===== config.mk =====
export PLATFORM = sky130hd
export DESIGN_NAME = multi_packet_xor_receiver_unit
export DESIGN_NICKNAME = d
export VERILOG_FILES = /design/src/design/mpxr_pkg.sv /design/src/design/mpxr_core.sv /design/src/design/mpxr_outq.sv /design/src/design/multi_packet_xor_receiver_unit.sv
export SDC_FILE = /design/constraint.sdc
export NUM_CORES = 1
export LEC_CHECK = 0
export ABC_AREA = 1
export ABC_CLOCK_PERIOD_IN_PS = 10000
export BUFFER_PORTS_ARGS = -buffer_cell sky130_fd_sc_hd__buf_2
export CORE_ASPECT_RATIO = 1.2
export CORE_MARGIN = 2
export CORE_UTILIZATION = 45
export DETAILED_ROUTE_END_ITERATION = 16
export HOLD_SLACK_MARGIN = 0.12
export PLACE_DENSITY = 0.67
export SETUP_SLACK_MARGIN = 0.4
export SLEW_MARGIN = 20
export SYNTH_ARGS = -nofsm -noshare
export SYNTH_HDL_FRONTEND = slang
export SYNTH_SLANG_ARGS = --single-unit

===== constraint.sdc =====
create_clock -name i_clk -period 10 [get_ports i_clk]
set_input_delay 0 -clock i_clk [delete_from_list [all_inputs] [get_ports i_clk]]
set_output_delay 0 -clock i_clk [all_outputs]
set_load 0.02 [all_outputs]

===== src/design/mpxr_pkg.sv =====
// Shared types and constants for the multi-packet XOR reply receiver.
`default_nettype none

package mpxr_pkg;

    // Input item codes
    localparam logic [1:0] MODE_START   = 2'd0;
    localparam logic [1:0] MODE_BYTE    = 2'd1;
    localparam logic [1:0] MODE_TIMEOUT = 2'd2;

    // Configuration register indexes
    localparam logic [1:0] REG_BLK_LEN       = 2'd0;
    localparam logic [1:0] REG_TRANSFER_SIZE = 2'd1;
    localparam logic [1:0] REG_SIZE_LISTING  = 2'd2;
    localparam logic [1:0] REG_RETRY_LIMIT   = 2'd3;

    // Register reset values
    localparam logic [10:0] BLK_LEN_RST     = 11'd256;
    localparam logic [3:0]  RETRY_LIMIT_RST = 4'd5;

    // Status bytes above this value report a camera error
    localparam logic [7:0] STATUS_ERR_ABOVE = 8'hE0;

    // Listing size: entries * 20 plus two header bytes
    localparam logic [23:0] LIST_ENTRY_BYTES = 24'd20;
    localparam logic [23:0] LIST_EXTRA_BYTES = 24'd2;

    // Output queue depth and pointer width
    localparam int QDEPTH = 4;
    localparam int QPTR_W = 2;

    typedef enum logic [2:0] {
        ACT_PAYLOAD = 3'd0,
        ACT_ACK     = 3'd1,
        ACT_NAK     = 3'd2,
        ACT_RESEND  = 3'd3,
        ACT_DONE    = 3'd4,
        ACT_FAIL    = 3'd5
    } t_action;

    typedef enum logic [1:0] {
        PH_IDLE   = 2'b01,
        PH_ACTIVE = 2'b10
    } t_phase;

    typedef struct packed {
        t_action    action;
        logic [7:0] payload;
        logic       fail_cause;
        logic       last;
    } t_result;

    // Up to two results from one item; the second only with the first
    typedef struct packed {
        logic    v0;
        logic    v1;
        t_result r0;
        t_result r1;
    } t_push;

    typedef struct packed {
        logic [10:0] blk_len;
        logic [23:0] transfer_size;
        logic        size_from_listing;
        logic [3:0]  retry_limit;
    } t_cfg;

    function automatic t_result mk_result(t_action act, logic [7:0] pay,
                                          logic cause, logic last);
        t_result r;
        r.action     = act;
        r.payload    = pay;
        r.fail_cause = cause;
        r.last       = last;
        return r;
    endfunction

endpackage

`default_nettype wire


===== src/design/mpxr_core.sv =====
// Packet state and per-item decode: status, payload, checksum, ack/nak logic.
`default_nettype none

module mpxr_core #(
    parameter int MAX_BLOCK = 1024
) (
    input  wire logic          i_clk,
    input  wire logic          i_rst_n,
    input  wire logic          i_go,
    input  wire logic [1:0]    i_mode,
    input  wire logic [7:0]    i_rx_byte,
    input  wire mpxr_pkg::t_cfg i_cfg,
    output mpxr_pkg::t_push    o_push
);

    localparam int POS_W = $clog2(MAX_BLOCK + 2);
    localparam logic [23:0] LIST_ENTRY_BYTES_L = mpxr_pkg::LIST_ENTRY_BYTES;
    localparam logic [23:0] LIST_EXTRA_BYTES_L = mpxr_pkg::LIST_EXTRA_BYTES;

    mpxr_pkg::t_phase r_phase, n_phase;
    logic [POS_W-1:0] r_pos, n_pos;
    logic [7:0]       r_xor, n_xor;
    logic [7:0]       r_status, n_status;
    logic [15:0]      r_pkts, n_pkts;
    logic [23:0]      r_rem, n_rem;
    logic             r_known, n_known;
    logic [3:0]       r_retry, n_retry;
    logic [7:0]       r_cnt_hi, n_cnt_hi;

    logic [POS_W-1:0] bs, endpos, pos;
    logic             bs_ge2;
    logic [15:0]      entries;
    logic [23:0]      list_size;
    logic [23:0]      take;

    // Clamp block size and the current position to the packet end
    always_comb begin
        if ({21'd0, i_cfg.blk_len} > 32'(MAX_BLOCK)) begin
            bs = POS_W'(MAX_BLOCK);
        end else begin
            bs = POS_W'(i_cfg.blk_len);
        end
        endpos = (bs == '0) ? '0 : bs + POS_W'(1);
        pos    = (r_pos > endpos) ? endpos : r_pos;
        bs_ge2 = (bs >= POS_W'(2));
    end

    assign entries   = {r_cnt_hi, i_rx_byte};
    assign list_size = 24'(entries) * LIST_ENTRY_BYTES_L + LIST_EXTRA_BYTES_L;

    // Next state and results for one item
    always_comb begin
        n_phase  = r_phase;
        n_pos    = r_pos;
        n_xor    = r_xor;
        n_status = r_status;
        n_pkts   = r_pkts;
        n_rem    = r_rem;
        n_known  = r_known;
        n_retry  = r_retry;
        n_cnt_hi = r_cnt_hi;
        take     = '0;
        o_push.v0 = 1'b0;
        o_push.v1 = 1'b0;
        o_push.r0 = mpxr_pkg::mk_result(mpxr_pkg::ACT_PAYLOAD, 8'd0, 1'b0, 1'b1);
        o_push.r1 = mpxr_pkg::mk_result(mpxr_pkg::ACT_DONE, 8'd0, 1'b0, 1'b1);

        if (i_go) begin
            unique case (i_mode)
                mpxr_pkg::MODE_START: begin
                    // Restart the transfer from scratch
                    n_pos    = '0;
                    n_xor    = '0;
                    n_status = '0;
                    n_pkts   = '0;
                    n_rem    = '0;
                    n_known  = 1'b0;
                    n_retry  = '0;
                    n_cnt_hi = '0;
                    n_phase  = mpxr_pkg::PH_ACTIVE;
                    if (i_cfg.transfer_size != '0 && bs != '0 && !i_cfg.size_from_listing) begin
                        n_known = 1'b1;
                        n_rem   = i_cfg.transfer_size;
                    end
                end
                mpxr_pkg::MODE_TIMEOUT: begin
                    if (r_phase == mpxr_pkg::PH_ACTIVE) begin
                        // Drop the partial packet, then resend, nak or give up
                        n_pos = '0;
                        n_xor = '0;
                        o_push.v0 = 1'b1;
                        if (r_retry >= i_cfg.retry_limit) begin
                            n_phase   = mpxr_pkg::PH_IDLE;
                            o_push.r0 = mpxr_pkg::mk_result(mpxr_pkg::ACT_FAIL, 8'd0, 1'b1, 1'b1);
                        end else begin
                            n_retry = r_retry + 4'd1;
                            if (r_pkts == '0) begin
                                o_push.r0 = mpxr_pkg::mk_result(mpxr_pkg::ACT_RESEND, 8'd0,
                                                                1'b0, 1'b1);
                            end else begin
                                o_push.r0 = mpxr_pkg::mk_result(mpxr_pkg::ACT_NAK, 8'd0,
                                                                1'b0, 1'b1);
                            end
                        end
                    end
                end
                mpxr_pkg::MODE_BYTE: begin
                    if (r_phase == mpxr_pkg::PH_ACTIVE) begin
                        // Status byte, or payload byte with checksum and listing count
                        if (pos == '0) begin
                            n_status = i_rx_byte;
                            n_xor    = '0;
                        end else if (pos <= bs) begin
                            n_xor = r_xor ^ i_rx_byte;
                            if (i_cfg.size_from_listing && r_pkts == '0 && bs_ge2) begin
                                if (pos == POS_W'(1)) begin
                                    n_cnt_hi = i_rx_byte;
                                end else if (pos == POS_W'(2)) begin
                                    n_rem   = list_size;
                                    n_known = 1'b1;
                                end
                            end
                            if (!n_known || 24'(pos) <= n_rem) begin
                                o_push.v0 = 1'b1;
                                o_push.r0 = mpxr_pkg::mk_result(mpxr_pkg::ACT_PAYLOAD,
                                                                i_rx_byte, 1'b0, 1'b1);
                            end
                        end

                        if (pos < endpos) begin
                            n_pos = pos + POS_W'(1);
                        end else begin
                            // End of packet: check, then nak, fail, finish, or ack and maybe finish
                            n_pos = '0;
                            o_push.v0 = 1'b1;
                            if (bs_ge2 && i_rx_byte != n_xor) begin
                                o_push.r0 = mpxr_pkg::mk_result(mpxr_pkg::ACT_NAK, 8'd0,
                                                                1'b0, 1'b1);
                            end else if (n_status > mpxr_pkg::STATUS_ERR_ABOVE) begin
                                n_phase   = mpxr_pkg::PH_IDLE;
                                o_push.r0 = mpxr_pkg::mk_result(mpxr_pkg::ACT_FAIL, 8'd0,
                                                                1'b0, 1'b1);
                            end else if (n_status == '0) begin
                                n_phase   = mpxr_pkg::PH_IDLE;
                                o_push.r0 = mpxr_pkg::mk_result(mpxr_pkg::ACT_DONE, 8'd0,
                                                                1'b0, 1'b1);
                            end else begin
                                n_retry = '0;
                                if (r_pkts != 16'hFFFF) begin
                                    n_pkts = r_pkts + 16'd1;
                                end
                                o_push.r0 = mpxr_pkg::mk_result(mpxr_pkg::ACT_ACK, 8'd0,
                                                                1'b0, 1'b1);
                                if (n_known) begin
                                    take  = (24'(bs) < n_rem) ? 24'(bs) : n_rem;
                                    n_rem = n_rem - take;
                                    if (n_rem == '0) begin
                                        n_phase      = mpxr_pkg::PH_IDLE;
                                        o_push.r0.last = 1'b0;
                                        o_push.v1    = 1'b1;
                                    end
                                end else if (n_pkts >= 16'd2) begin
                                    n_phase        = mpxr_pkg::PH_IDLE;
                                    o_push.r0.last = 1'b0;
                                    o_push.v1      = 1'b1;
                                end
                            end
                        end
                    end
                end
                default: begin
                    // Unused code: ignore
                end
            endcase
        end
    end

    // State registers
    always_ff @(posedge i_clk) begin
        if (!i_rst_n) begin
            r_phase  <= mpxr_pkg::PH_IDLE;
            r_pos    <= '0;
            r_xor    <= '0;
            r_status <= '0;
            r_pkts   <= '0;
            r_rem    <= '0;
            r_known  <= 1'b0;
            r_retry  <= '0;
            r_cnt_hi <= '0;
        end else begin
            r_phase  <= n_phase;
            r_pos    <= n_pos;
            r_xor    <= n_xor;
            r_status <= n_status;
            r_pkts   <= n_pkts;
            r_rem    <= n_rem;
            r_known  <= n_known;
            r_retry  <= n_retry;
            r_cnt_hi <= n_cnt_hi;
        end
    end

endmodule

`default_nettype wire


===== src/design/mpxr_outq.sv =====
// Result queue: takes one or two results per cycle, hands out one per transfer.
`default_nettype none

module mpxr_outq (
    input  wire logic           i_clk,
    input  wire logic           i_rst_n,
    input  wire mpxr_pkg::t_push i_push,
    output logic                o_room,
    output logic                o_valid,
    input  wire logic           i_stall,
    output mpxr_pkg::t_result   o_head
);

    localparam int CNT_W = mpxr_pkg::QPTR_W + 1;

    mpxr_pkg::t_result r_mem [mpxr_pkg::QDEPTH];
    logic [mpxr_pkg::QPTR_W-1:0] r_wp, r_rp;
    logic [CNT_W-1:0]            r_cnt, n_cnt;
    logic                        pop;
    logic [1:0]                  npush;

    assign o_valid = (r_cnt != '0);
    assign pop     = o_valid && !i_stall;
    assign o_head  = r_mem[r_rp];
    // Room for the worst case of two results
    assign o_room  = (r_cnt <= CNT_W'(mpxr_pkg::QDEPTH - 2));
    assign npush   = {1'b0, i_push.v0} + {1'b0, i_push.v1};
    assign n_cnt   = r_cnt + CNT_W'(npush) - CNT_W'(pop);

    // Write results at the tail
    always_ff @(posedge i_clk) begin
        if (i_push.v0) begin
            r_mem[r_wp] <= i_push.r0;
        end
        if (i_push.v1) begin
            r_mem[r_wp + mpxr_pkg::QPTR_W'(1)] <= i_push.r1;
        end
    end

    // Advance pointers and count
    always_ff @(posedge i_clk) begin
        if (!i_rst_n) begin
            r_wp  <= '0;
            r_rp  <= '0;
            r_cnt <= '0;
        end else begin
            r_wp  <= r_wp + mpxr_pkg::QPTR_W'(npush);
            r_cnt <= n_cnt;
            if (pop) begin
                r_rp <= r_rp + mpxr_pkg::QPTR_W'(1);
            end
        end
    end

endmodule

`default_nettype wire


===== src/design/multi_packet_xor_receiver_unit.sv =====
// Top level of the multi-packet XOR reply receiver: input stage, registers, core, queue.
//
//  channel  | direction | handshake          | payload
//  ---------+-----------+--------------------+-------------------------------------
//  in       | in        | i_valid / o_stall  | i_mode, i_rx_byte
//  out      | out       | o_valid / i_stall  | o_action, o_payload, o_fail_cause, o_last
//  config   | in        | APB psel/penable   | paddr, pwdata, prdata, pready
//
// One item is taken every cycle while the input does not stall; each item waits in the input
// register until the queue has room, the core decodes it, and its results enter the queue.
// An item that yields ack and finished occupies the output for two transfers.
// Reset is synchronous, active low; it empties the queue and sets the registers.
// The input stalls only when the four-entry result queue lacks room for two results.
`default_nettype none

module multi_packet_xor_receiver_unit #(
    parameter int MAX_BLOCK = 1024
) (
    input  wire logic        i_clk,
    input  wire logic        i_rst_n,
    // Input channel
    input  wire logic        i_valid,
    output logic             o_stall,
    input  wire logic [1:0]  i_mode,
    input  wire logic [7:0]  i_rx_byte,
    // Output channel
    output logic             o_valid,
    input  wire logic        i_stall,
    output logic [2:0]       o_action,
    output logic [7:0]       o_payload,
    output logic             o_fail_cause,
    output logic             o_last,
    // Configuration port
    input  wire logic        psel,
    input  wire logic        penable,
    input  wire logic        pwrite,
    input  wire logic [3:0]  paddr,
    input  wire logic [31:0] pwdata,
    output logic [31:0]      prdata,
    output logic             pready
);

    logic        r_in_valid;
    logic [1:0]  r_mode;
    logic [7:0]  r_rx_byte;
    logic        go;
    logic        room;
    logic        cfg_wr;

    logic [10:0] r_blk_len;
    logic [23:0] r_transfer_size;
    logic        r_size_listing;
    logic [3:0]  r_retry_limit;

    mpxr_pkg::t_cfg    cfg;
    mpxr_pkg::t_push   push;
    mpxr_pkg::t_result head;

    // Register file writes
    assign pready = 1'b1;
    assign cfg_wr = psel && penable && pwrite && pready;

    always_ff @(posedge i_clk) begin
        if (!i_rst_n) begin
            r_blk_len       <= mpxr_pkg::BLK_LEN_RST;
            r_transfer_size <= '0;
            r_size_listing  <= 1'b0;
            r_retry_limit   <= mpxr_pkg::RETRY_LIMIT_RST;
        end else if (cfg_wr) begin
            unique case (paddr[3:2])
                mpxr_pkg::REG_BLK_LEN:       r_blk_len       <= pwdata[10:0];
                mpxr_pkg::REG_TRANSFER_SIZE: r_transfer_size <= pwdata[23:0];
                mpxr_pkg::REG_SIZE_LISTING:  r_size_listing  <= pwdata[0];
                mpxr_pkg::REG_RETRY_LIMIT:   r_retry_limit   <= pwdata[3:0];
                default: begin
                end
            endcase
        end
    end

    // Register readback
    always_comb begin
        unique case (paddr[3:2])
            mpxr_pkg::REG_BLK_LEN:       prdata = {21'd0, r_blk_len};
            mpxr_pkg::REG_TRANSFER_SIZE: prdata = {8'd0, r_transfer_size};
            mpxr_pkg::REG_SIZE_LISTING:  prdata = {31'd0, r_size_listing};
            mpxr_pkg::REG_RETRY_LIMIT:   prdata = {28'd0, r_retry_limit};
            default:                     prdata = '0;
        endcase
    end

    assign cfg.blk_len           = r_blk_len;
    assign cfg.transfer_size     = r_transfer_size;
    assign cfg.size_from_listing = r_size_listing;
    assign cfg.retry_limit       = r_retry_limit;

    // Input register: hold while the queue lacks room
    assign go      = r_in_valid && room;
    assign o_stall = r_in_valid && !room;

    always_ff @(posedge i_clk) begin
        if (!i_rst_n) begin
            r_in_valid <= 1'b0;
        end else if (!o_stall) begin
            r_in_valid <= i_valid;
        end
    end

    always_ff @(posedge i_clk) begin
        if (i_valid && !o_stall) begin
            r_mode    <= i_mode;
            r_rx_byte <= i_rx_byte;
        end
    end

    mpxr_core #(
        .MAX_BLOCK (MAX_BLOCK)
    ) u_core (
        .i_clk     (i_clk),
        .i_rst_n   (i_rst_n),
        .i_go      (go),
        .i_mode    (r_mode),
        .i_rx_byte (r_rx_byte),
        .i_cfg     (cfg),
        .o_push    (push)
    );

    mpxr_outq u_outq (
        .i_clk   (i_clk),
        .i_rst_n (i_rst_n),
        .i_push  (push),
        .o_room  (room),
        .o_valid (o_valid),
        .i_stall (i_stall),
        .o_head  (head)
    );

    assign o_action     = head.action;
    assign o_payload    = head.payload;
    assign o_fail_cause = head.fail_cause;
    assign o_last       = head.last;

endmodule

`default_nettype wire


==> flow_summary.yaml <==
synthesis:
  synth_edf_count: 10
  synth_top_area_share_pct: 24.8
  synth_area_leader_cell: "dfxtp_1"
  ys_types: 61
  async_flop_share_pct: 0
  synth_common_cells: "552 x nand2_1, 276 x inv_1, 228 x o21ai_0, 196 x a21oi_1, 185 x nor2_1"
  syn_avg_cell_area_sq_um: 6.44
  ys_ff_latch: 194
  synth_area_sq_mm: 0.0148
  synthesis.instances: 2304
  yosysMostFrequentCell: "nand2_1"
  synth_seq_area_share_pct: 26.8
  ys_warn_count: 0
  synth_area_leaders: "dfxtp_1 25%, nand2_1 14%, ha_1 9.4%"
  synthFlopType: "dfxtp_1"
routing:
  vias: 15900
  routedWlPerCell_microns: 16.5
  drt_wl_total_microns: 47800
  ant_nets: 0
  drt_iter0_markers: 1210
  post-route-drc-count: 0
  drt_pass1_iterations: 5
  vias_per_cell: 5.50
cts:
  cts_buffer_depth: 2
  cts_tree: "yes"
  root_buffer: "clkbuf_16"
  cts.sinks: 194
  h-tree-depth: 4
  clk_latency_ns: 0.47
  cts_buffers: 17
  clk_pin_slew_ns: 0.08
timing:
  rsz0062_at_grt: "yes"
  fin_setup_tns_ns: 0
  fmax_ghz: 0.109
  hold_viol: 0
  slew_viol_final: 0
  hold_ws_ns: 0.207
  skew_ns: 0.0152
  setup_slack_ns: 0.819
  fin_crit_ns: 9.18
  worstMarginPinSlew_ns: 1.02
  post-route-period-util_pct: 91.8
  setup_violations: 0
  slew_headroom_pct: 32.0
cells_and_area:
  drive_gt1_share_pct: 18.1
  syn_to_final_growth_pct: 20.3
  diodes: 0
  n_fill_cell: 3119
  finalNetCount: 2639
setup_path:
  worstPathMaxFanout: 6
  crit_required_ns: 10.40
  cp_slowest_stage_delay_ns: 0.51
  crit_top_cell: "nand2_1"
  cp-start-kind: "flip-flop"
  cp_slowest_cell: "fa_2"
  crit_path_end_kind: "flip-flop"
  crit_type: "flip-flop to flip-flop"
  reg2reg_slack_ns: 0.82
  worstPathArrival_ns: 9.59
placement:
  io_buffer_count: 81
  gp_congestion: 0.961
  pre_cts_ws_ns: 0.123
  place_hpwl_microns: 34600
pwr:
  powerDensity_mw_per_mm2: 160
  pwr-share-seq_pct: 29.7
  clkPwrFrac_pct: 26.7
  comb_power_share_pct: 43.6
  internal_power_w: 0.00175
  p_leak_nw: 8.46
  p_switching_w: 0.00110
  switching_share_pct: 38.6
  peakVddDrop_uv: 118
global_route:
  first_global_vias: 14700
  overflow: 0
  grt_pass1_wl_microns: 74900
  grt_antenna_before_repair: 0
  grt_max_degree: 75
  grt.total_usage_pct: 27.2
floorplanning:
  fp.coreArea_sq_mm: 0.0323
  die_area_sq_mm: 0.0345
  initial_core_util_pct: 45.9
  fp-row-count: 72
  die_x_microns: 170
  io_pins: 101
  die_h_microns: 203
status:
  status: "finished, final reports clean"
worst_hold_path:
  hold_class: "input port to flip-flop"
flow_run:
  max-cap-violations: 0
final cells by class:
| class | instances | area (sq um) | area share (%) |
|---|---|---|---|
| multi-input combinational | 1701 | 9740 | 54.6 |
| sequential | 194 | 4000 | 22.4 |
| timing repair buffer | 231 | 1720 | 9.61 |
| inverter | 327 | 1240 | 6.97 |
| tap | 407 | 509 | 2.85 |
| clock buffer | 24 | 503 | 2.82 |
| clock inverter | 8 | 138 | 0.771 |
cell families after synthesis:
kind of cell	count (synthesis)	share of synthesized area [%]
and+or+nand+nor	1037	31.1
DFF	194	26.8
buffers and inverters	417	11.6
other	2	0.0506
AOI/OAI and AO/OA	503	18.4
xor gates and xnor gates	37	2.18
adders and majority gates	114	9.76
state kept, by name (all words and copies together), names as in the netlist, named ones only:
name             cells
r_mode               2
u_outq.r_mem        52
u_core.r_pkts       16
r_size_listing       1
r_retry_limit        4
r_blk_len           11
u_core.r_xor         8
u_core.r_known       1
u_core.r_pos        11
u_core.r_status      8
u_core.r_phase       2
u_outq.r_rp          2
u_outq.r_wp          2
r_rx_byte            8
u_outq.r_cnt         3
u_core.r_retry       4
u_core.r_cnt_hi      8
r_in_valid           1
r_transfer_size     24
u_core.r_rem        24
final timing paths:
| check | from | to | cells past startpoint |
|---|---|---|---|
| max reg2reg | r_blk_len[6] | u_outq.r_cnt[1] | 67 |
| min | i_rst_n | u_core.r_phase[0] | 3 |
| min reg2reg | u_core.r_status[5] | u_core.r_status[5] | 2 |
| max | r_blk_len[6] | u_outq.r_cnt[1] | 67 |
routing by layer:
metal  up-vias  part of all wire, %  GRT usage (%)
met2       549                   47           46.5
met5         -                    0              0
li1       7896                    -              -
met1      7328                   42           33.9
met3       128                  5.8           3.18
met4         0                  4.8           13.3
layout by cell type, fill, tap and decap left out, types with 9 or more instances in the layout:
cell type / count
buf_4: 94
xnor2_1: 12
inv_1: 261
o21ai_0: 212
nor2_2: 20
clkbuf_16: 19
nand3_1: 130
nor2_1: 165
xor2_1: 25
o21ai_1: 13
conb_1: 9
dfxtp_1: 179
nor2_4: 16
dlygate4sd3_1: 49
inv_2: 58
o21ai_2: 10
a21oi_1: 188
nor3_1: 24
nand2_2: 44
nand2_1: 526
buf_2: 81
nand2_4: 12
o22ai_1: 17
ha_4: 13
or2_2: 15
edfxtp_1: 10
o211ai_1: 12
nand4_1: 46
ha_1: 97
nor4_1: 9
power by group through the flow:
stage               logic (W)  clock network (W)  registers (W)
detailed placement    0.00108                  0       0.000866
global placement      0.00107                  0       0.000866
finish                0.00125           0.000763       0.000848
CTS                   0.00110           0.000774       0.000849
floorplan            0.000755                  0       0.000842
global route          0.00138           0.000805       0.000853
through the flow:
stage	std cells	cell area [sq um]	utilization, %	power (W)
6_report	2892	17900	55.2	0.00286
5_1_grt	2892	17900	55.2	0.00304
4_1_cts	2850	16900	52.3	0.00273
3_5_place_dp	2768	15700	48.7	0.00194
3_3_place_gp	2768	15700	48.7	0.00193
2_1_floorplan	2311	14900	-	0.00160
what timing repair did:
action | in CTS | in global routing
gates cloned | 0 | 2
endpoints found under the setup margin | 2 | 57
hold buffers | 49 | 0
hold endpoints to repair | 55 | 0
pin swaps | 1 | 71
buffers inserted | 1 | 40
resized for setup | 13 | 154
critical path, delay by kind of cell, from the launching register on:
| family | cells | cell delay [ns] |
|---|---|---|
| DFF | 1 | 0.34 |
| adders and majority gates | 7 | 2.09 |
| buffers and inverters | 14 | 1.41 |
| AOI/OAI and AO/OA | 12 | 1.57 |
| and+or+nand+nor | 34 | 3.65 |
Note: power is estimated with default switching activity, not from simulation.
